**src/rtl/ogbd_pkg.sv**
```systemverilog
`timescale 1ns / 1ps
`default_nettype none

package ogbd_pkg;

  localparam int CELL_W    = 8;
  localparam int THR_W     = 5;
  localparam int GRID_W    = 10;
  localparam int COORD_W   = 7;
  localparam int CFG_IDX_W = 8;
  localparam int CFG_DAT_W = 10;
  localparam int IN_DATA_W  = 8;
  localparam int OUT_DATA_W = 16;

  localparam logic [CFG_IDX_W-1:0] REG_OCC_THR   = 8'd0;
  localparam logic [CFG_IDX_W-1:0] REG_BLOCK_THR = 8'd1;
  localparam logic [CFG_IDX_W-1:0] REG_GRID_COLS = 8'd2;
  localparam logic [CFG_IDX_W-1:0] REG_GRID_ROWS = 8'd3;

  localparam logic signed [CELL_W-1:0] OCC_THR_RST   = 8'sd1;
  localparam logic [THR_W-1:0]         BLOCK_THR_RST = 5'd8;
  localparam logic [GRID_W-1:0]        GRID_SIDE_RST = 10'd400;

  typedef struct packed {
    logic               occ;
    logic               first;
    logic               last;
    logic               frame_end;
    logic [COORD_W-1:0] block_y;
  } ogbd_tag_t;

endpackage

`default_nettype wire

```
**src/rtl/ogbd_cell.sv**
```systemverilog
`timescale 1ns / 1ps
`default_nettype none

module ogbd_cell #(
  parameter int BW  = 7,
  parameter int CW  = 5,
  parameter int IDX = 0
) (
  input  wire logic                 clk,
  input  wire logic                 rst_n,
  input  wire logic                 adv,
  input  wire logic                 in_vld,
  input  wire logic [BW-1:0]        in_bcol,
  input  wire ogbd_pkg::ogbd_tag_t  in_tag,
  input  wire logic [CW-1:0]        in_cnt,
  output logic                      out_vld,
  output logic [BW-1:0]             out_bcol,
  output ogbd_pkg::ogbd_tag_t       out_tag,
  output logic [CW-1:0]             out_cnt
);
  import ogbd_pkg::*;

  logic            vld_r;
  logic [BW-1:0]   bcol_r;
  ogbd_tag_t       tag_r;
  logic [CW-1:0]   cnt_r;
  logic [CW-1:0]   cnt_nxt;
  logic [CW-1:0]   pass_r;
  logic [CW-1:0]   pass_nxt;
  logic            hit;

  assign hit      = in_vld && (in_bcol == BW'(IDX));
  assign cnt_nxt  = in_tag.first ? CW'(in_tag.occ) : cnt_r + CW'(in_tag.occ);
  assign pass_nxt = hit ? cnt_nxt : in_cnt;

  always_ff @(posedge clk) begin
    if (!rst_n) begin
      vld_r <= 1'b0;
      cnt_r <= '0;
    end else if (adv) begin
      vld_r <= in_vld;
      if (hit) begin
        cnt_r <= cnt_nxt;
      end
    end
  end

  always_ff @(posedge clk) begin
    if (adv) begin
      bcol_r <= in_bcol;
      tag_r  <= in_tag;
      pass_r <= pass_nxt;
    end
  end

  assign out_vld  = vld_r;
  assign out_bcol = bcol_r;
  assign out_tag  = tag_r;
  assign out_cnt  = pass_r;

endmodule

`default_nettype wire

```
**config.mk**
```make
export PLATFORM = sky130hd
export DESIGN_NAME = ogbd_cell
export DESIGN_NICKNAME = d
export VERILOG_FILES = /design/src/rtl/ogbd_pkg.sv /design/src/rtl/ogbd_cell.sv
export SDC_FILE = /design/constraint.sdc
export NUM_CORES = 1
export LEC_CHECK = 0
export ABC_CLOCK_PERIOD_IN_PS = 1700
export BUFFER_PORTS_ARGS = -buffer_cell sky130_fd_sc_hd__buf_2
export CORE_AREA = 2 2 54 56
export DETAILED_ROUTE_END_ITERATION = 12
export DIE_AREA = 0 0 56 58
export GPL_ROUTABILITY_DRIVEN = 0
export PLACE_DENSITY = 0.75
export SLEW_MARGIN = 20
export SYNTH_ARGS = -nofsm -noshare
export SYNTH_HDL_FRONTEND = slang
export SYNTH_SLANG_ARGS = --single-unit
export TNS_END_PERCENT = 10
```
**constraint.sdc**
```tcl
create_clock -name clk -period 1.7 [get_ports clk]
set_input_delay 0.17 -clock clk [delete_from_list [all_inputs] [get_ports clk]]
set_output_delay 0.17 -clock clk [all_outputs]
set_load 0.02 [all_outputs]
```
# After elaboration in Yosys (flattened, before gate mapping)
# Index checks and enable logic that the tools add are counted.
classes:
  mux: 2
  reduce_logical: 3
  n_div: 0
  n_addsub: 1
  n_bitwise: 0
  shifts: 0
  order_cmp: 0
  eq_ne: 0
  multipliers: 0
ops:
  columns: ["operator", "n"]
  rows:
  - ["$mux 5", 2]
  - ["$logic_not 7->1", 1]
  - ["$add 5x1->5", 1]
  - ["$reduce_and 2->1", 1]
  - ["$logic_and 1x1->1", 1]
totals:
  elab_cells: 15
  romBits: 0
  latch_bits: 0
  output_inout_bits: 24
  ram_bits: 0
  ff_bits: 29
  inputBits: 27
  mem_count: 0

# Depth between registers and ports, before layout
# Gate-level depths: netlist (run 1).
depth:
  depth_word: 3
  depth_mapped: 5
  ltp_nobuf: 5

# Worst setup path after synthesis (run 1)
# Ideal clock, no wire load.
synth_path:
  path_kind: "reg-to-reg"
  start: "reg cnt_r[0]"
  end: "reg pass_r[1], in the netlist out_cnt[1], data pin"
  slack_ps: 342
  required_time_ps: 1440
  arrival_ps: 1098
  n_path_buf: 0
  setup_ps: 260
  path_stages_with_launch: 5
  synth_period_minus_slack_ps: 1358
  path_cell_list: "dfxtp_1 ha_1 ha_1 nor2b_1 mux2_2"
synth_between:
  elab_chain_cells: 3
synth_rtl:
  columns: ["element", "line", "source"]
  rows:
  - ["from (decl)", "ogbd_cell.sv:26", "logic [CW-1:0] cnt_r;"]
  - ["from (signal assigned)", "ogbd_cell.sv:43", "cnt_r <= cnt_nxt;"]
  - ["$add 5x1->5", "ogbd_cell.sv:33", "assign cnt_nxt = in_tag.first ? CW'(in_tag.occ) : cnt_r + CW'(in_tag.occ);"]
  - ["$mux 5", "ogbd_cell.sv:33", null]
  - ["$mux 5", "ogbd_cell.sv:34", "assign pass_nxt = hit ? cnt_nxt : in_cnt;"]
  - ["named net pass_nxt[1]", "ogbd_cell.sv:29", "logic [CW-1:0] pass_nxt;"]
  - ["to (signal assigned)", "ogbd_cell.sv:52", "pass_r <= pass_nxt;"]
  - ["to (decl)", "ogbd_cell.sv:28", "logic [CW-1:0] pass_r;"]
# The timed path passes the listed nets, and every way through them passes these cells.
# A chain may end at the register's enable or synchronous reset.

# Worst setup path after layout (run 1)
layout_path:
  start: "reg cnt_r[0]"
  end: "reg pass_r[2], in the netlist out_cnt[2], data pin"
# The elaborated chain is that of the path after synthesis.

==> results of run 1 <==
area by class of cell:
cell class	count	area, µm²
repair buffers	54	285
multi-input cells	39	324
well taps	31	38.8
flip-flops and latches	29	811
inverters	1	3.75
clock inverters	2	8.76
clock buffers	6	51.3
fillers	235	1140
state kept, by name (all words and copies together), names as in the netlist:
signal    cells
out_tag      11
out_bcol      7
cnt_r         5
out_cnt       5
out_vld       1
placed cells by master (no fill, tap or decap):
cell,n
a31o_1,1
a31oi_1,1
buf_2,50
buf_4,2
clkbuf_4,5
clkbuf_8,1
clkinv_1,1
clkinv_2,1
dfxtp_1,6
dlygate4sd3_1,2
edfxtp_1,23
ha_1,2
inv_1,1
mux2_2,4
mux2i_1,3
nand2_1,6
nand3_1,2
nand4_1,1
nor2_1,1
nor2b_1,2
nor3_4,1
nor4_1,1
nor4b_2,1
o21ai_0,2
o311ai_1,1
o311ai_2,1
o31ai_1,4
or4_4,1
or4b_4,1
xnor2_1,1
xor2_1,2
kinds of logic (layout without fill, tap and decap cells):
| kind of cell | Yosys count | after routing | synth area share (%) |
|---|---|---|---|
| AO/OA/AOI/OAI | 10 | 10 | 7.01 |
| XOR/XNOR | 3 | 3 | 2.30 |
| adder cells (fa/ha/maj) | 2 | 2 | 2.19 |
| buffers and inverters | 2 | 63 | 0.657 |
| flip-flops | 29 | 29 | 71.0 |
| multiplexers | 7 | 7 | 6.57 |
| AND/OR/NAND/NOR | 17 | 17 | 10.3 |
report_power, final:
group / internal (W) / total, W / switching (W) / leakage [nW]
clock network: 0.000194 / 0.000425 / 0.000231 / 0.0357
registers: 0.000814 / 0.000823 / 0.00000886 / 0.274
logic: 0.0000674 / 0.000181 / 0.000114 / 0.317
per-stage QoR:
| step | hold WS, ps | total power (W) |
|---|---|---|
| global route | 3.72 | 0.00150 |
| CTS | 0.666 | 0.00145 |
| detailed placement | 349 | 0.00102 |
| floorplan | 269 | 0.000927 |
| global placement | 352 | 0.00102 |
| finish | 15.4 | 0.00143 |
metal layers:
metal	vias to the layer above	wire length (µm)	GRT usage, %
met5	-	0	0
met4	0	47	10.2
li1	398	-	-
met1	354	962	20.3
met3	5	207	5.36
met2	40	978	22.5
repair_timing:
item | in CTS | in global routing
resized for setup | 0 | 0
endpoints found under the hold margin | 1 | 1
hold buffers | 1 | 1
Yosys cell counts, drive strengths merged, types with 2 or more instances:
master  number  area share, %
xor2         2            1.5
nand2        6            2.0
dfxtp        6             11
nand3        2           0.88
edfxtp      23             60
o311ai       2            2.2
o21ai        2           0.88
nor2b        2            1.1
mux2         4            3.9
mux2i        3            2.6
ha           2            2.2
o31ai        4            2.6
worst reg2reg max path: stages, from the launching register on:
cell     delay, ps
dfxtp_1        330
ha_1           200
ha_1           220
xnor2_1        130
nor2_1          70
mux2_2         260
worst min path at each step:
stage	startpoint	to	slack, ps	depth (start not counted)
after global placement	in_tag[3]	out_tag[3]$_DFFE_PP_	350	1
after floorplan	in_bcol[0]	out_bcol[0]$_DFFE_PP_	270	0
final	in_tag[4]	out_tag[4]$_DFFE_PP_	20	1
after CTS	in_tag[4]	out_tag[4]$_DFFE_PP_	0.7	1
after detailed placement	in_tag[4]	out_tag[4]$_DFFE_PP_	350	1
after global routing	in_tag[1]	out_tag[1]$_DFFE_PP_	4	1
==> out/results.tsv, run 1 <==
metric	value	unit
result_of_the_run	complete, no violations	
setup_repair_after_global_routing_missed_its_margin	false	
asyncSetResetFlopFracSynth	0	%
dieArea	3250	µm²
antenna_found_initial	0	
io_buffers	50	
h_tree_level_count	2	
die_x	56	µm
netlist_area	1140	µm²
holdCritPathClass	in -> reg	
post_drt_wl_per_cell	13.5	µm
final_non_filler_cells	162	
ioPinCount	51	
category_of_the_worst_setup_path_launch_point	register	
post_cts.repair.setup_buffers	0	
synth_warnings	0	
fmax	693	MHz
drt_pass1_iterations	3	
global_route.usage.total	15.7	%
worst_slew_pin_slew	309	ps
detailedRoute.firstIterationViolations	29	
grt_pass1_wl	3680	µm
synth_seq_area_share	71.0	%
ys.flop_type	edfxtp_1	
avgSynthCellArea	16.3	µm²
final_wirelength	2200	µm
area_growth_syn_to_layout	33.3	%
synth-edff-count	23	
gr-total-overflow	0	
route.detailed.drc	0	
required	1790	ps
hold_viol	0	
r2r_end	out_cnt[2]$_DFFE_PP_	
die_boundary_height	58	µm
critical_path_buf_inv_count	0	
drt-vias-per-instance	4.92	
crit_path_end	out_cnt[2]$_DFFE_PP_	
clkSinkCount	29	
antennaDiodeCount	0	
timing.slew.headroom	79.3	%
synthesis.instances	70	
final.setup.worst_slack	257	ps
finalSetupViolCount	0	
leakagePower	0.627	nW
placement_rows	19	
worst_ep_arrival_time	1540	ps
post-route-min-period	1440	ps
yosys.cell_types.count	25	
timing_max_transition_violations_final	0	
nets	159	
ctsRootBufferMaster	clkbuf_4	
cts_tree	done	
fraction_of_layout_cells_with_a_size_suffix_above_1	51.9	%
path_cells	ha_1, ha_1, xnor2_1, nor2_1, mux2_2	
final.setup.tns	0	ps
postPlaceCellArea	1440	µm²
initial_utilization	42.9	%
clockBufferDepth	2	
worst_path_dominant_cell_family	adder cells	
finish.utilization	57.2	%
cpMostUsedCell	ha_1	
hpwlAfterDp	1660	µm
timing.reg2reg.setup_slack	260	ps
postSynthRegisterBits	29	
worst_path_largest_cell_delay	330	ps
clk_latency	330	ps
timing.critical_path.to_type	register	
synth.net_count	99	
pre_cts_ws	210	ps
timing.rr.start	cnt_r[0]$_SDFFE_PN0P_	
fp.coreArea	2660	µm²
maximum_number_of_pins_on_one_net_before_global_route_repair	19	
cpMaxStageDelayCell	dfxtp_1	
dpl.cell_count	152	
worstSetupStartpoint	cnt_r[0]$_SDFFE_PN0P_	
layout.cell_area.non_filler	1520	µm²
cap_violations	0	
final_min_period_over_clock_period	84.9	%
postRouteAntennaNets	0	
dr_vias	797	
skew	9.50	ps
logic_depth_of_the_worst_path_buffers_included	5	
vias_in_the_first_global_route	793	
power_density	939	nW/µm²
number_of_buffers_created_by_cts	5	
clkTransAtPathRegs	90	ps
path_class	reg -> reg	
worst_ir_drop_vdd	0.000577	V
worst-path-max-fanout	2	
worst_r2r_path_depth	5	
(Power assumes the default switching activity.)
==> run 2: changes to the inputs <==
--- a/config.mk
+++ b/config.mk
@@ -5,13 +5,14 @@
 export SDC_FILE = /design/constraint.sdc
 export NUM_CORES = 1
 export LEC_CHECK = 0
-export ABC_CLOCK_PERIOD_IN_PS = 1700
+export ABC_AREA = 1
+export ABC_CLOCK_PERIOD_IN_PS = 1200
 export BUFFER_PORTS_ARGS = -buffer_cell sky130_fd_sc_hd__buf_2
-export CORE_AREA = 2 2 54 56
+export CORE_AREA = 2 2 57 59
 export DETAILED_ROUTE_END_ITERATION = 12
-export DIE_AREA = 0 0 56 58
+export DIE_AREA = 0 0 59 61
 export GPL_ROUTABILITY_DRIVEN = 0
-export PLACE_DENSITY = 0.75
+export PLACE_DENSITY = 0.72
 export SLEW_MARGIN = 20
 export SYNTH_ARGS = -nofsm -noshare
 export SYNTH_HDL_FRONTEND = slang
==> constraint.sdc (replaced) <==
create_clock -name clk -period 1.2 [get_ports clk]
set_input_delay 0.12 -clock clk [delete_from_list [all_inputs] [get_ports clk]]
set_output_delay 0.12 -clock clk [all_outputs]
set_load 0.02 [all_outputs]
==> run 2 against run 1 <==
  * Worst setup slack worse by 350 ps
  * Utilization is 2.7 points higher
  * Clock skew is 2.5 ps lower
  * Register-to-register slack worse by 350 ps
  * The run now ends with negative setup slack left
  * Power is 42% higher
  * Global-route usage is 2.1 points higher
==> out/results.tsv, run 2 <==
metric	value	unit
layout_common_cells	buf_2 (50), nand2_1 (24), edfxtp_1 (23)	
global_route.usage.total	17.8	%
clkTransAtPathRegs	90	ps
timing.critical_path.to_type	register	
leakagePower	0.818	nW
asyncSetResetFlopFracSynth	0	%
layout.area.seq	812	µm²
maximum_number_of_pins_on_one_net_before_global_route_repair	20	
clkSinkCount	29	
seq_power_share	57.9	%
post_synth_top_cells	nand2_1 (26), edfxtp_1 (23), nor2_1 (15)	
worst_ep_arrival_time	1380	ps
holdCritPathClass	in -> reg	
clkPwrFrac	26.6	%
worst_ir_drop_vdd	0.000426	V
worstSetupStartpoint	cnt_r[0]$_SDFFE_PN0P_	
number_of_buffers_created_by_cts	5	
gr-total-overflow	0	
grt_pass1_wl	4550	µm
final_wirelength	2860	µm
synth_warnings	0	
clockBufferDepth	2	
netlist_top_cells_area	edfxtp_1 (59%), dfxtp_1 (10%), nand2_1 (8.3%)	
antenna_found_initial	0	
layout.cell_area.non_filler	1770	µm²
hold_viol	0	
synth_seq_area_share	69.2	%
vias_in_the_first_global_route	1028	
dr_vias	1014	
synth_top_area_share	58.9	%
r2r_end	out_cnt[4]$_DFFE_PP_	
multiInputGateArea	377	µm²
netlist_area	1170	µm²
cap_violations	0	
sw_frac_of_total	26.0	%
die_x	59	µm
pre_cts_ws	-103	ps
skew	7.05	ps
final.setup.worst_slack	-89.0	ps
finalHoldWorstSlack	57.2	ps
synth.largest_area_cell	edfxtp_1	
worst-path-max-fanout	3	
timing_max_transition_violations_final	0	
route.detailed.drc	0	
final_min_period_over_clock_period	107	%
detailedRoute.firstIterationViolations	41	
h_tree_level_count	2	
post-synth-top-count-cell	nand2_1	
dieArea	3600	µm²
result_of_the_run	finished, violations left	
initial_utilization	39.7	%
antennaDiodeCount	0	
worst_slew_pin_slew	229	ps
postRouteAntennaNets	0	
worst_r2r_path_depth	8	
placement_rows	20	
ctsRootBufferMaster	clkbuf_4	
drt_pass1_iterations	4	
clk_latency	330	ps
synth.net_count	131	
area_growth_syn_to_layout	50.8	%
avgSynthCellArea	11.5	µm²
timing.hold.worst_path_depth	3	
hpwlAfterDp	1700	µm
path_class	reg -> reg	
synthesis.instances	102	
fmax	776	MHz
timing.slew.headroom	84.7	%
reported_net_switching_power	0.000528	W
drt-vias-per-instance	4.74	
cts_tree	done	
timing.reg2reg.setup_slack	-90	ps
ioPinCount	51	
post-route-min-period	1290	ps
share_comb_of_total_power	15.6	%
postSynthRegisterBits	29	
postPlaceCellArea	1500	µm²
io_buffers	50	
nets	209	
required	1290	ps
post_drt_wl_per_cell	13.4	µm
number_of_flip_flops_under_the_largest_register_name	11	
power_density	1150	nW/µm²
holdPathEnd	out_vld$_SDFFE_PN0P_	
category_of_the_worst_setup_path_launch_point	register	
min_from	in_vld	
p_int	0.00150	W
violations	negative setup slack	
fillerInstances	224	
fp.coreArea	2950	µm²
finalSetupViolCount	2	
die_boundary_height	61	µm
ys.flop_type	edfxtp_1	
yosys.cell_types.count	16	
timing.rr.start	cnt_r[0]$_SDFFE_PN0P_	
setup_repair_after_global_routing_missed_its_margin	true	
synth-edff-count	23	
post_route_total_power	0.00203	W
final_common_cell	buf_2	
fraction_of_layout_cells_with_a_size_suffix_above_1	45.9	%
## run 2: changes by cell type after synthesis, moves of 4 or more
cell / before / now
nand2_1: 6 / 26
nor2_1: 1 / 15
a21oi_1: 0 / 4
inv_1: 1 / 7
mux2_2: 4 / 0
o31ai_1: 4 / 0
## run 2: worst max path at each step
stage,cells past startpoint,end,slack [ps]
3_3_place_gp,7,out_cnt[4]$_DFFE_PP_,-30
2_1_floorplan,7,out_cnt[4]$_DFFE_PP_,0.4
3_5_place_dp,8,out_cnt[4]$_DFFE_PP_,-100
6_report,8,out_cnt[4]$_DFFE_PP_,-90
5_1_grt,8,out_cnt[4]$_DFFE_PP_,-140
4_1_cts,8,out_cnt[4]$_DFFE_PP_,-50
## run 2: timing repair
item | 4_1_cts | 5_1_grt
hold buffers | 17 | 0
gates resized for setup | 5 | 6
endpoints found under the setup margin | 5 | 6
pin swaps | 1 | 6
buffers inserted | 0 | 0
cloned | 0 | 0
endpoints found under the hold margin | 17 | 0
## run 2: kinds of logic (layout without fill, tap and decap cells)
logic type / after synthesis / after routing / share of synthesized area [%]
DFF: 29 / 29 / 69.2
AOI/OAI and AO/OA: 9 / 9 / 4.80
adders and majority gates: 2 / 2 / 2.13
and+or+nand+nor: 52 / 52 / 20.7
buffers and inverters: 10 / 89 / 3.20
## run 2: layout make-up
| cell class | instances | area share (%) |
|---|---|---|
| Inverter | 10 | 2.12 |
| Sequential cell | 29 | 45.9 |
| Clock buffer | 5 | 2.12 |
| Timing Repair Buffer | 71 | 25.5 |
| Tap cell | 33 | 2.34 |
| Clock inverter | 3 | 0.708 |
| Multi-Input combinational cell | 63 | 21.3 |
## run 2: critical path: stages (launching register included)
cell	delay, ps
dfxtp_2	350
ha_4	160
ha_4	170
nand3_4	90
nand2_2	70
nand2_2	60
nor2_2	40
nand2_1	60
nand2_1	60
## run 2: layer usage
layer,share of wire (%),track usage (%),up-vias
li1,-,-,496
met3,7.4,5.33,9
met4,3.1,9.74,0
met1,34,16.5,458
met5,0,0,-
met2,56,34.4,51
## run 2: power groups by stage
stage               Sequential, W  Clock (W)  Combinational [W]
finish                    0.00117   0.000538           0.000315
global route              0.00118   0.000604           0.000339
CTS                       0.00117   0.000549           0.000309
detailed placement        0.00119          0           0.000264
global placement          0.00119          0           0.000260
floorplan                 0.00128          0          0.0000375
## run 2: per-stage QoR
step	instances	utilization (%)	TNS, ps
after floorplan	102	-	0
after global placement	189	50.9	-30.0
after detailed placement	189	50.9	-205
after CTS	214	59.3	-59.8
after global routing	214	59.9	-438
final	214	59.9	-127
