File: src/rtl/ogbd_pkg.sv
`timescale 1ns / 1ps
`default_nettype none

package ogbd_pkg;

  localparam int CELL_W    = 8;
  localparam int THR_W     = 5;
  localparam int GRID_W    = 10;
  localparam int COORD_W   = 7;
  localparam int CFG_IDX_W = 8;
  localparam int CFG_DAT_W = 10;
  localparam int IN_DATA_W  = 8;
  localparam int OUT_DATA_W = 16;

  localparam logic [CFG_IDX_W-1:0] REG_OCC_THR   = 8'd0;
  localparam logic [CFG_IDX_W-1:0] REG_BLOCK_THR = 8'd1;
  localparam logic [CFG_IDX_W-1:0] REG_GRID_COLS = 8'd2;
  localparam logic [CFG_IDX_W-1:0] REG_GRID_ROWS = 8'd3;

  localparam logic signed [CELL_W-1:0] OCC_THR_RST   = 8'sd1;
  localparam logic [THR_W-1:0]         BLOCK_THR_RST = 5'd8;
  localparam logic [GRID_W-1:0]        GRID_SIDE_RST = 10'd400;

  typedef struct packed {
    logic               occ;
    logic               first;
    logic               last;
    logic               frame_end;
    logic [COORD_W-1:0] block_y;
  } ogbd_tag_t;

endpackage

`default_nettype wire

File: src/rtl/ogbd_front.sv
`timescale 1ns / 1ps
`default_nettype none

module ogbd_front #(
  parameter int BLOCK_SIDE    = 4,
  parameter int PW            = 9,
  parameter int SW            = 10,
  parameter int BW            = 7
) (
  input  wire logic                          clk,
  input  wire logic                          rst_n,
  input  wire logic                          take,
  input  wire logic signed [ogbd_pkg::CELL_W-1:0] cell_value,
  input  wire logic                          frame_start,
  input  wire logic signed [ogbd_pkg::CELL_W-1:0] occ_thr,
  input  wire logic [SW-1:0]                 cols,
  input  wire logic [SW-1:0]                 rows,
  output logic [BW-1:0]                      bcol,
  output ogbd_pkg::ogbd_tag_t                tag
);
  import ogbd_pkg::*;

  logic [PW-1:0] col_r, col_nxt;
  logic [PW-1:0] row_r, row_nxt;
  logic [SW-1:0] c0, r0, c1, r1, r2, cn, rn;
  logic [SW-1:0] by_full;
  logic [SW+COORD_W-1:0] by_ext;

  always_comb begin
    c0 = frame_start ? '0 : SW'(col_r);
    r0 = frame_start ? '0 : SW'(row_r);
    if (c0 >= cols) begin
      c1 = '0;
      r1 = r0 + SW'(1);
    end else begin
      c1 = c0;
      r1 = r0;
    end
    r2 = (r1 >= rows) ? '0 : r1;

    cn = c1 + SW'(1);
    rn = r2;
    if (cn >= cols) begin
      cn = '0;
      rn = r2 + SW'(1);
      if (rn >= rows) begin
        rn = '0;
      end
    end
    col_nxt = cn[PW-1:0];
    row_nxt = rn[PW-1:0];
  end

  assign bcol    = BW'(c1 / BLOCK_SIDE);
  assign by_full = SW'(r2 / BLOCK_SIDE);
  assign by_ext  = {{COORD_W{1'b0}}, by_full};

  assign tag.occ       = (cell_value > occ_thr);
  assign tag.first     = ((c1 % BLOCK_SIDE) == 0) && ((r2 % BLOCK_SIDE) == 0);
  assign tag.last      = ((c1 % BLOCK_SIDE) == (BLOCK_SIDE - 1)) &&
                         ((r2 % BLOCK_SIDE) == (BLOCK_SIDE - 1));
  assign tag.frame_end = (c1 == cols - SW'(1)) && (r2 == rows - SW'(1));
  assign tag.block_y   = by_ext[COORD_W-1:0];

  always_ff @(posedge clk) begin
    if (!rst_n) begin
      col_r <= '0;
      row_r <= '0;
    end else if (take) begin
      col_r <= col_nxt;
      row_r <= row_nxt;
    end
  end

endmodule

`default_nettype wire

File: config.mk
export PLATFORM = sky130hd
export DESIGN_NAME = ogbd_front
export DESIGN_NICKNAME = d
export VERILOG_FILES = /design/src/rtl/ogbd_pkg.sv /design/src/rtl/ogbd_front.sv
export SDC_FILE = /design/constraint.sdc
export NUM_CORES = 1
export LEC_CHECK = 0
export ABC_AREA = 1
export BUFFER_PORTS_ARGS = -buffer_cell sky130_fd_sc_hd__buf_2
export CORE_ASPECT_RATIO = 1.4
export CORE_MARGIN = 5
export CORE_UTILIZATION = 30
export CTS_CLUSTER_SIZE = 12
export DETAILED_ROUTE_END_ITERATION = 8
export GPL_TIMING_DRIVEN = 0
export HOLD_SLACK_MARGIN = 0.08
export PLACE_DENSITY = 0.58
export RECOVER_POWER = 50
export SLEW_MARGIN = 20
export SYNTH_ARGS = -nofsm -noshare
export SYNTH_HDL_FRONTEND = slang
export SYNTH_SLANG_ARGS = --single-unit
File: constraint.sdc
create_clock -name clk -period 9.45 [get_ports clk]
set_clock_uncertainty 0.2 [all_clocks]
set_input_delay 1.89 -clock clk [delete_from_list [all_inputs] [get_ports clk]]
set_output_delay 1.89 -clock clk [all_outputs]
set_load 0.1 [all_outputs]
==> Word-level counts from Yosys, hierarchy flattened <==
Cells that the tools add are included.
Widths: inputs -> output; s select.
{ "totals": {"regBits": 18, "input_bits": 40, "output_inout_bits": 18, "word_cells": 29} }
{ "classes": {"add_sub_neg": 5, "magnitude_cmp": 5, "eq_ne": 4, "mux": 8, "n_reduce_logical": 5} }
{ "ops": {"columns": ["cell", "count"], "rows": [
  ["$logic_not 32->1", 2],
  ["$mux 9", 6],
  ["$ge 10x10->1", 3],
  ["$add 9x1->10 const B", 2],
  ["$eq 10x10->1", 2],
  ["$mux 10", 2],
  ["$sub 10x1->10 const B", 2],
  ["$add 10x1->10 const B", 1],
  ["$ge 9x10->1", 1],
  ["$gt 8x8->1", 1],
  ["$eq 2x2->1 const B", 2],
  ["$logic_and 1x1->1", 3]
]} }

==> Logic depth before layout (Yosys ltp) <==
Gate-level depths: netlist of the first run.
{ "logic_depth": {"word_depth": 9, "depth_mapped": 40, "ltp_nobuf": 40} }

==> Worst setup path after synthesis of the first run <==
Ideal clock, no wire load.
{ "synth_path": {"kind": "input port to output port", "startpoint": "input frame_start", "endpoint": "output tag[7] (netlist name)", "t_arrival_ns": 7.059, "required_ns": 7.360, "path_slack_ns": 0.301, "path_stages": 26, "path_buffers": 1, "path_cell_list": "inv_2 -> nand2_1 -> inv_1 -> ha_1 -> nand2_1 -> nor2_1 -> nand3_4 -> nand3_4 -> buf_6 -> nand2_1 -> nor4_1 -> ha_1 -> nand2_1 -> inv_1 -> nand2_1 -> nand2_1 -> nor2_1 -> nand2_1 -> nor2_4 -> inv_2 -> nor2_2 -> or2_1 -> nand3_1 -> nor2_1 -> nand3_1 -> nor2_1"} }
{ "synth_rtl": {"columns": ["element", "line", "rtl"], "rows": [
  ["start: declaration", "ogbd_front.sv:14", "input wire logic frame_start,"],
  ["end: declaration", "ogbd_front.sv:19", "output ogbd_pkg::ogbd_tag_t tag"]
]} }

==> impl_metrics.py, run 1 <==
metrics = {
    "outcome": {
        "run_status": "finished clean",
    },
    "sta": {
        "worst_pin_slew_ns": 1.17,
        "timing.final.crit_share_pct": 94.6,
        "final_critical_path_setup_slack_ns": 0.507,
        "max_clock_freq_ghz": 0.112,
        "report.final.slew_viol_count": 0,
        "timing.setup.tns_ns": 0,
        "max-slew-margin-rel_pct": 22.3,
        "final_number_of_setup_violating_endpoints": 0,
        "final.min_clock_period_ns": 8.94,
        "final-hold-violation-count": 0,
        "setup_repair_after_global_routing_missed_its_margin": "false",
    },
    "setup_path": {
        "critPathRequiredTime_ns": 7.36,
        "ff2ff_setup_slack_ns": 2.91,
        "arrival_ns": 6.85,
        "worstSetupEndpointType": "primary output",
        "cp_slowest_stage_delay_ns": 0.34,
        "timing.critical_path.mode_cell": "nor2_1",
        "timing.reg2reg.worst_path_depth": 35,
        "cp_max_fo": 10,
        "startpoint_type": "input port",
        "cpMaxStageDelayCell": "clkbuf_4",
        "rr_startpoint": "col_r[2]",
        "crit_path_start": "frame_start",
        "timing.setup.critical_path_class": "in -> out",
    },
    "synthesis": {
        "synthesis.area_um2": 3740,
        "yosys_register_bits": 18,
        "synth_top_flop_cell": "dfxtp_1",
        "number_of_nets_in_the_synthesized_netlist": 716,
        "synthesis.yosys.warnings": 0,
        "sequential_area_share_after_synthesis_pct": 9.64,
        "syn-mean-instance-area_um2": 6.01,
        "synth_top_area_cell": "ha_1",
        "biggest_area_contributors_in_the_synthesized_netlist": "ha_1 (18%), nand2_1 (17%), inv_1 (12%)",
        "synth_cell_types": 45,
        "synth_async_sr_flop_share_pct": 0,
        "number_of_enable_type_register_cells_in_the_synthesized_netlist": 0,
        "yosys.area.top_type_share_pct": 18.1,
        "synth_cells": 622,
    },
    "detailed_routing": {
        "wirelength_um": 11100,
        "remaining_drc_errors": 0,
        "drt.antenna.violating_nets": 0,
        "post_drt_via_cell_ratio": 4.71,
        "routed-via-count": 3921,
        "drtIter0Drc": 106,
        "dr_pass1_iterations": 4,
        "drt-wirelength-per-cell_um": 13.3,
    },
    "place": {
        "gpl.final_weighted_congestion": 0.867,
        "port_buffers": 57,
        "dp_slack_ns": 0.0840,
        "hpwl_um": 9800,
        "placedInstanceArea_um2": 4210,
    },
    "hold_path": {
        "hp-class": "reg -> reg",
        "worst_hold_path.num_cells": 2,
        "worstHoldStart": "col_r[4]",
    },
    "floorplanning": {
        "floorplan.io_pins": 58,
        "initial_utilization_pct": 30.4,
        "floorplan.die.width_um": 104,
        "design.core.area_um2": 12300,
        "fp.dieArea_um2": 14800,
        "fp.dieH_um": 142,
        "rows": 48,
    },
    "power": {
        "power_leakage_uw": 0.00236,
        "power_density_nw_per_um2": 59.3,
        "max-vdd-ir-drop_v": 0.0000504,
    },
    "cells_and_area": {
        "n_antenna_cell": 0,
        "area_delta_synth_final_pct": 14.8,
        "design.final.nets": 778,
        "fill_cells": 1423,
        "finalCoreUtilization_pct": 34.9,
        "post-route-cell-area_um2": 4290,
        "final_common_cell": "nand2_1",
        "most-common-layout-cells": "nand2_1 (171), inv_1 (118), ha_1 (54)",
        "post_route_cells_drive_above_1_share_pct": 15.1,
    },
    "clock_network": {
        "tritoncts_clock_tree": "yes",
        "maximum_level_of_the_cts_h_tree": 1,
        "tritoncts.num_buffers": 3,
        "cts.clk_slew.worst_paths_ns": 0.05,
        "cts.sink_count": 18,
        "clk-insertion-delay-late_ns": 0.25,
        "clock_tree.root_cell": "clkbuf_16",
        "hold_buffers": 0,
        "max-clock-path-buffers": 2,
    },
    "grt": {
        "grt_antenna_before_repair": 0,
        "grt_pass1_wl_um": 18300,
        "first_global_vias": 3817,
        "grtUsageTotal_pct": 14.9,
        "grt_overflow_total": 0,
        "grt_max_degree": 11,
    },
    "flow_run": {
        "drv.max_cap_violation_count": 0,
    },
}
==> kinds of logic (layout without fill, tap and decap cells) <==
kind of cell,count (synthesis),after routing,synth area share (%)
buf+inv,132,193,14.0
fa+ha+maj,54,54,18.1
flops,18,18,9.64
simple gates,330,330,42.4
xor+xnor,23,23,5.59
compound gates,65,65,10.3
==> cells in the mapped netlist, types with 7 or more instances <==
| library cell | n |
|---|---|
| nor3_1 | 10 |
| nand3_1 | 38 |
| nor2_1 | 50 |
| inv_1 | 118 |
| dfxtp_1 | 18 |
| xor2_1 | 17 |
| nor2_4 | 10 |
| nand4_1 | 19 |
| nand2_1 | 171 |
| o21ai_0 | 10 |
| a21oi_1 | 31 |
| nor2_2 | 7 |
| inv_2 | 7 |
| ha_1 | 54 |
==> critical path: cells and delay by family <==
family                     cells  cell delay (ns)
AOI/OAI and AO/OA              2             0.59
adders and majority gates      3             0.79
buffers and inverters          8             1.24
and+or+nand+nor               17             2.32
==> through the flow <==
stage	cells	total power (uW)	hold WS (ns)
3_3_place_gp	829	163	0.255
3_5_place_dp	829	164	0.258
4_1_cts	833	259	0.266
5_1_grt	833	272	0.288
6_report	833	254	0.263
2_1_floorplan	622	138	0.243
==> flip-flops by register name, summed over array words and instances (netlist names) <==
name   flops
col_r      9
row_r      9
==> per-layer routing <==
metal,global-route usage (%),up-vias,wire (um)
li1,-,2109,-
met1,17.1,1726,4640
met2,28.7,70,5840
met3,2.18,16,389
met4,3.96,0,216
met5,0,-,0
==> layout make-up <==
type | instances | area (um2) | area share, %
plain buffers | 6 | 47.5 | 1.11
repair buffers | 57 | 278 | 6.47
flip-flops and latches | 18 | 360 | 8.40
inverters | 126 | 473 | 11.0
clock buffers | 4 | 88.8 | 2.07
multi-input cells | 472 | 2860 | 66.6
well taps | 150 | 188 | 4.37
==> worst paths after layout <==
path         endpoint
max            tag[7]
min          col_r[4]
max reg2reg  row_r[1]
min reg2reg  col_r[4]
==> repair_timing <==
item / CTS / global route
resized for setup: 0 / 3
setup buffers: 0 / 0
setup endpoints to repair: 0 / 1
==> power by group <==
group	switching (uW)	leakage [uW]	total, uW	internal [uW]
logic	54.7	0.00217	82.8	28.1
clock network	29.2	0.0000442	93.6	64.4
registers	1.00	0.000146	78.0	77.0
total	84.9	0.00236	254	169
Power figures use the tool's default switching activity.
==> inputs of run 2 (changes only) <==
ABC_CLOCK_PERIOD_IN_PS = 11000   (was not set)
clock period = 11 ns   (was 9.45 ns; I/O delays follow)
==> impl_metrics.py, run 2 (same netlist as run 1, synthesis figures left out) <==
metrics = {
    "clock_network": {
        "hold_buffers": 0,
        "cts.clk_slew.worst_paths_ns": 0.05,
        "clock_tree.root_cell": "clkbuf_16",
        "maximum_level_of_the_cts_h_tree": 1,
        "tritoncts.num_buffers": 3,
        "cts.repair_timing.setup_buffer_count": 0,
        "cts.sink_count": 18,
        "max-clock-path-buffers": 2,
        "clk-insertion-delay-late_ns": 0.25,
        "cts.repair.resized": 0,
        "tritoncts_clock_tree": "yes",
    },
    "cells_and_area": {
        "area_delta_synth_final_pct": 14.1,
        "biggestRegsByFlops": "col_r x9, row_r x9",
        "multi_input_area_um2": 2840,
        "most-common-layout-cells": "nand2_1 (171), inv_1 (118), ha_1 (54)",
        "finalCoreUtilization_pct": 34.7,
        "fill_cells": 1426,
        "area_of_all_sequential_standard_cells_um2": 360,
        "final_common_cell": "nand2_1",
        "post_route_cells_drive_above_1_share_pct": 14.6,
        "design.final.nets": 778,
        "n_antenna_cell": 0,
        "fin_cells": 833,
    },
    "power": {
        "max-vdd-ir-drop_v": 0.0000432,
        "power_leakage_uw": 0.00235,
        "share_comb_of_total_power_pct": 32.6,
        "power.switching_uw": 72.9,
        "internal_power_consumption_uw": 146,
        "sequentialPowerShare_pct": 30.7,
        "power_density_nw_per_um2": 51.2,
        "pwr-share-clk_pct": 36.7,
        "netSwitchingFraction_pct": 33.4,
        "overall_power_consumption_uw": 218,
    },
    "setup_path": {
        "cp_max_fo": 10,
        "cp_slowest_stage_delay_ns": 0.43,
        "critPathRequiredTime_ns": 8.60,
        "arrival_ns": 7.76,
        "worstSetupEndpointType": "primary output",
        "startpoint_type": "input port",
        "timing.critical_path.mode_cell": "nand2_1",
        "timing.setup.critical_path_class": "in -> out",
        "cpMaxStageDelayCell": "buf_2",
    },
    "place": {
        "hpwl_um": 9800,
        "port_buffers": 57,
        "post-place-cells": 829,
        "gpl.final_weighted_congestion": 0.867,
    },
    "sta": {
        "final-hold-violation-count": 0,
        "timing.setup.tns_ns": 0,
        "timing.final.crit_share_pct": 92.3,
        "timing.hold.ws_ns": 0.263,
        "worst_pin_slew_ns": 1.17,
        "max_clock_freq_ghz": 0.0984,
        "report.final.slew_viol_count": 0,
        "final_number_of_setup_violating_endpoints": 0,
        "final.min_clock_period_ns": 10.16,
        "max-slew-margin-rel_pct": 22.3,
        "setup_repair_after_global_routing_missed_its_margin": "false",
    },
    "detailed_routing": {
        "wirelength_um": 11100,
        "routed-via-count": 3921,
        "drt.antenna.violating_nets": 0,
        "drt-wirelength-per-cell_um": 13.3,
        "dr_pass1_iterations": 5,
        "remaining_drc_errors": 0,
        "post_drt_via_cell_ratio": 4.71,
        "drtIter0Drc": 121,
    },
    "floorplanning": {
        "rows": 48,
        "floorplan.die.width_um": 104,
        "floorplan.io_pins": 58,
        "design.core.area_um2": 12300,
        "fp.dieArea_um2": 14800,
        "fp.dieH_um": 142,
        "initial_utilization_pct": 30.4,
    },
    "flow_run": {
        "drv.max_cap_violation_count": 0,
    },
    "hold_path": {
        "hp-class": "reg -> reg",
    },
    "grt": {
        "grtUsageTotal_pct": 14.9,
        "grt_overflow_total": 0,
        "grt_antenna_before_repair": 0,
        "first_global_vias": 3817,
        "grt_max_degree": 11,
        "grt_pass1_wl_um": 18300,
    },
    "outcome": {
        "run_status": "finished clean",
    },
}
[run 2: layout make-up]
| cell class | instances | share of cell area, % |
|---|---|---|
| repair buffers | 57 | 6.45 |
| well taps | 150 | 4.40 |
| clock buffers | 4 | 2.08 |
| plain buffers | 6 | 1.11 |
| flip-flops and latches | 18 | 8.44 |
| multi-input cells | 472 | 66.4 |
| inverters | 126 | 11.1 |
[run 2: path summary, 6_finish.rpt]
check / from / end / slack (ns) / cells after the start
max: frame_start / tag[7] / 0.84 / 31
min: col_r[4] / col_r[4] / 0.26 / 2
max reg2reg: col_r[2] / row_r[1] / 3.88 / 35
min reg2reg: col_r[4] / col_r[4] / 0.26 / 2
[run 2: per-stage QoR]
| step | cell area [um2] | setup slack [ns] |
|---|---|---|
| after floorplan | 3740 | 1.23 |
| after global placement | 4210 | 0.986 |
| after detailed placement | 4210 | 1.01 |
| after CTS | 4300 | 0.995 |
| after global routing | 4270 | 0.306 |
| final | 4270 | 0.842 |
[run 2: power groups by stage]
stage                     clock, uW  sequential, uW  combinational [uW]
final                          80.3            67.0                71.2
after global routing           85.8            67.0                80.8
after CTS                      82.9            66.9                72.5
after detailed placement          0            68.4                72.2
after global placement            0            68.4                71.9
after floorplan                   0            68.0                50.5
[run 2: critical path, delay by kind of cell]
family / cells / cell delay [ns]
adders and majority gates: 3 / 0.86
and+or+nand+nor: 21 / 3.46
buffers and inverters: 7 / 1.24
[run 2: layer usage]
| metal | vias up | global-route usage [%] | share of wire (%) |
|---|---|---|---|
| met5 | - | 0 | 0 |
| met4 | 0 | 3.96 | 1.9 |
| met2 | 80 | 28.7 | 52 |
| met3 | 16 | 2.18 | 4.1 |
| li1 | 2112 | - | - |
| met1 | 1713 | 17.1 | 42 |
==> inputs of run 3 (changes only) <==
--- a/constraint.sdc
+++ b/constraint.sdc
@@ -4,2 +4,2 @@
 set_output_delay 2.2 -clock clk [all_outputs]
-set_load 0.1 [all_outputs]
+set_load 0.005 [all_outputs]
==> impl_metrics.py, run 3 (same netlist as run 1, synthesis figures left out) <==
metrics = {
    "cells_and_area": {
        "post_route_cells_drive_above_1_share_pct": 15.1,
        "biggestRegsByFlops": "col_r x9, row_r x9",
        "most-common-layout-cells": "nand2_1 (171), inv_1 (118), ha_1 (54), buf_2 (54), nor2_1 (53)",
        "final_common_cell": "nand2_1",
        "fill_cells": 1425,
        "design.final.nets": 778,
        "n_antenna_cell": 0,
        "fin_cells": 833,
        "area_delta_synth_final_pct": 14.2,
        "finalCoreUtilization_pct": 34.7,
    },
    "power": {
        "overall_power_consumption_uw": 210,
        "netSwitchingFraction_pct": 30.8,
        "internal_power_consumption_uw": 146,
        "max-vdd-ir-drop_v": 0.0000433,
        "power.switching_uw": 64.6,
        "power_density_nw_per_um2": 49.2,
        "power_leakage_uw": 0.00238,
        "share_comb_of_total_power_pct": 29.8,
        "pwr-share-clk_pct": 38.3,
        "sequentialPowerShare_pct": 31.9,
    },
    "detailed_routing": {
        "drt.antenna.violating_nets": 0,
        "drt-wirelength-per-cell_um": 13.4,
        "drtIter0Drc": 128,
        "dr_pass1_iterations": 4,
        "wirelength_um": 11200,
        "remaining_drc_errors": 0,
        "post_drt_via_cell_ratio": 4.74,
        "routed-via-count": 3945,
    },
    "sta": {
        "final.min_clock_period_ns": 9.95,
        "report.final.slew_viol_count": 0,
        "max-slew-margin-rel_pct": 41.7,
        "timing.setup.tns_ns": 0,
        "max_clock_freq_ghz": 0.101,
        "timing.hold.ws_ns": 0.263,
        "worst_pin_slew_ns": 0.874,
        "setup_repair_after_global_routing_missed_its_margin": "false",
        "timing.final.crit_share_pct": 90.4,
        "final_number_of_setup_violating_endpoints": 0,
        "final-hold-violation-count": 0,
    },
    "hold_path": {
        "worstHoldStart": "col_r[4]",
        "hp-class": "reg -> reg",
        "worst_hold_path.num_cells": 2,
        "hold_endpoint": "col_r[4]",
    },
    "setup_path": {
        "critPathRequiredTime_ns": 8.60,
        "cp_max_fo": 10,
        "cpMaxStageDelayCell": "a21oi_1",
        "ff2ff_setup_slack_ns": 3.92,
        "timing.rr.end": "row_r[1]",
        "timing.setup.critical_path_class": "in -> out",
        "startpoint_type": "input port",
        "rr_startpoint": "col_r[8]",
        "arrival_ns": 7.55,
        "timing.reg2reg.worst_path_depth": 35,
        "worstSetupEndpointType": "primary output",
        "cp_slowest_stage_delay_ns": 0.70,
        "timing.critical_path.mode_cell": "nor2_1",
    },
    "clock_network": {
        "hold_buffers": 0,
        "clk-insertion-delay-late_ns": 0.25,
        "max-clock-path-buffers": 2,
        "tritoncts_clock_tree": "yes",
        "clock_tree.root_cell": "clkbuf_16",
        "tritoncts.num_buffers": 3,
        "cts.repair.resized": 0,
        "cts.clk_slew.worst_paths_ns": 0.05,
        "cts.repair_timing.setup_buffer_count": 0,
        "maximum_level_of_the_cts_h_tree": 1,
        "cts.sink_count": 18,
    },
    "grt": {
        "grtUsageTotal_pct": 14.9,
        "grt_overflow_total": 0,
        "grt_pass1_wl_um": 18300,
        "grt_max_degree": 11,
        "first_global_vias": 3817,
        "grt_antenna_before_repair": 0,
    },
    "floorplanning": {
        "fp.dieH_um": 142,
        "rows": 48,
        "fp.dieArea_um2": 14800,
        "design.core.area_um2": 12300,
        "initial_utilization_pct": 30.4,
        "floorplan.io_pins": 58,
        "floorplan.die.width_um": 104,
    },
    "outcome": {
        "run_status": "finished clean",
    },
    "place": {
        "post-place-cells": 829,
        "gpl.final_weighted_congestion": 0.867,
        "port_buffers": 57,
        "hpwl_um": 9800,
    },
    "flow_run": {
        "drv.max_cap_violation_count": 0,
    },
}
-- run 3: cell types whose count changed in the layout (fill, tap and decap cells not counted), sizes merged --
cell | before | now
clkbuf | 15 | 11
buf | 52 | 56
-- run 3: power by group through the flow --
stage          Combinational [uW]  Clock [uW]  Sequential (uW)
3_3_place_gp                 63.5           0             68.4
3_5_place_dp                 63.8           0             68.4
2_1_floorplan                42.2           0             68.0
5_1_grt                      72.2        85.8             67.0
4_1_cts                      64.1        82.9             66.9
6_report                     62.7        80.5             67.0
-- run 3: final cells by class --
type                       count  area [um2]  area share (%)
multi-input combinational    472        2830            66.4
inverter                     126         473            11.1
sequential                    18         360            8.44
timing repair buffer          57         282            6.59
tap                          150         188            4.40
clock buffer                   4        88.8            2.08
buffer                         6        43.8            1.03
-- run 3: per-layer routing --
metal  global-route usage, %  vias up  wire, um
li1                        -     2109         -
met1                    17.1     1745      4720
met2                    28.7       71      5790
met3                    2.18       20       373
met4                    3.96        0       274
met5                       0        -         0
-- run 3: worst max path at each step --
stage | cells after the start | start | slack (ns) | end
floorplan | 29 | frame_start | 2.82 | tag[7]
global placement | 31 | frame_start | 1.30 | tag[7]
detailed placement | 31 | frame_start | 1.33 | tag[7]
CTS | 31 | frame_start | 1.31 | tag[7]
global route | 30 | frame_start | 0.55 | tag[7]
finish | 30 | frame_start | 1.05 | tag[7]
-- run 3: stage by stage --
step,area (um2),setup slack [ns]
2_1_floorplan,3740,2.82
3_3_place_gp,4210,1.30
3_5_place_dp,4210,1.33
4_1_cts,4300,1.31
5_1_grt,4270,0.554
6_report,4270,1.05
-- run 3: critical path: cells and delay by family --
| family | cells | cell delay [ns] |
|---|---|---|
| simple gates | 17 | 2.50 |
| fa+ha+maj | 3 | 0.81 |
| compound gates | 2 | 0.97 |
| buf+inv | 8 | 1.07 |
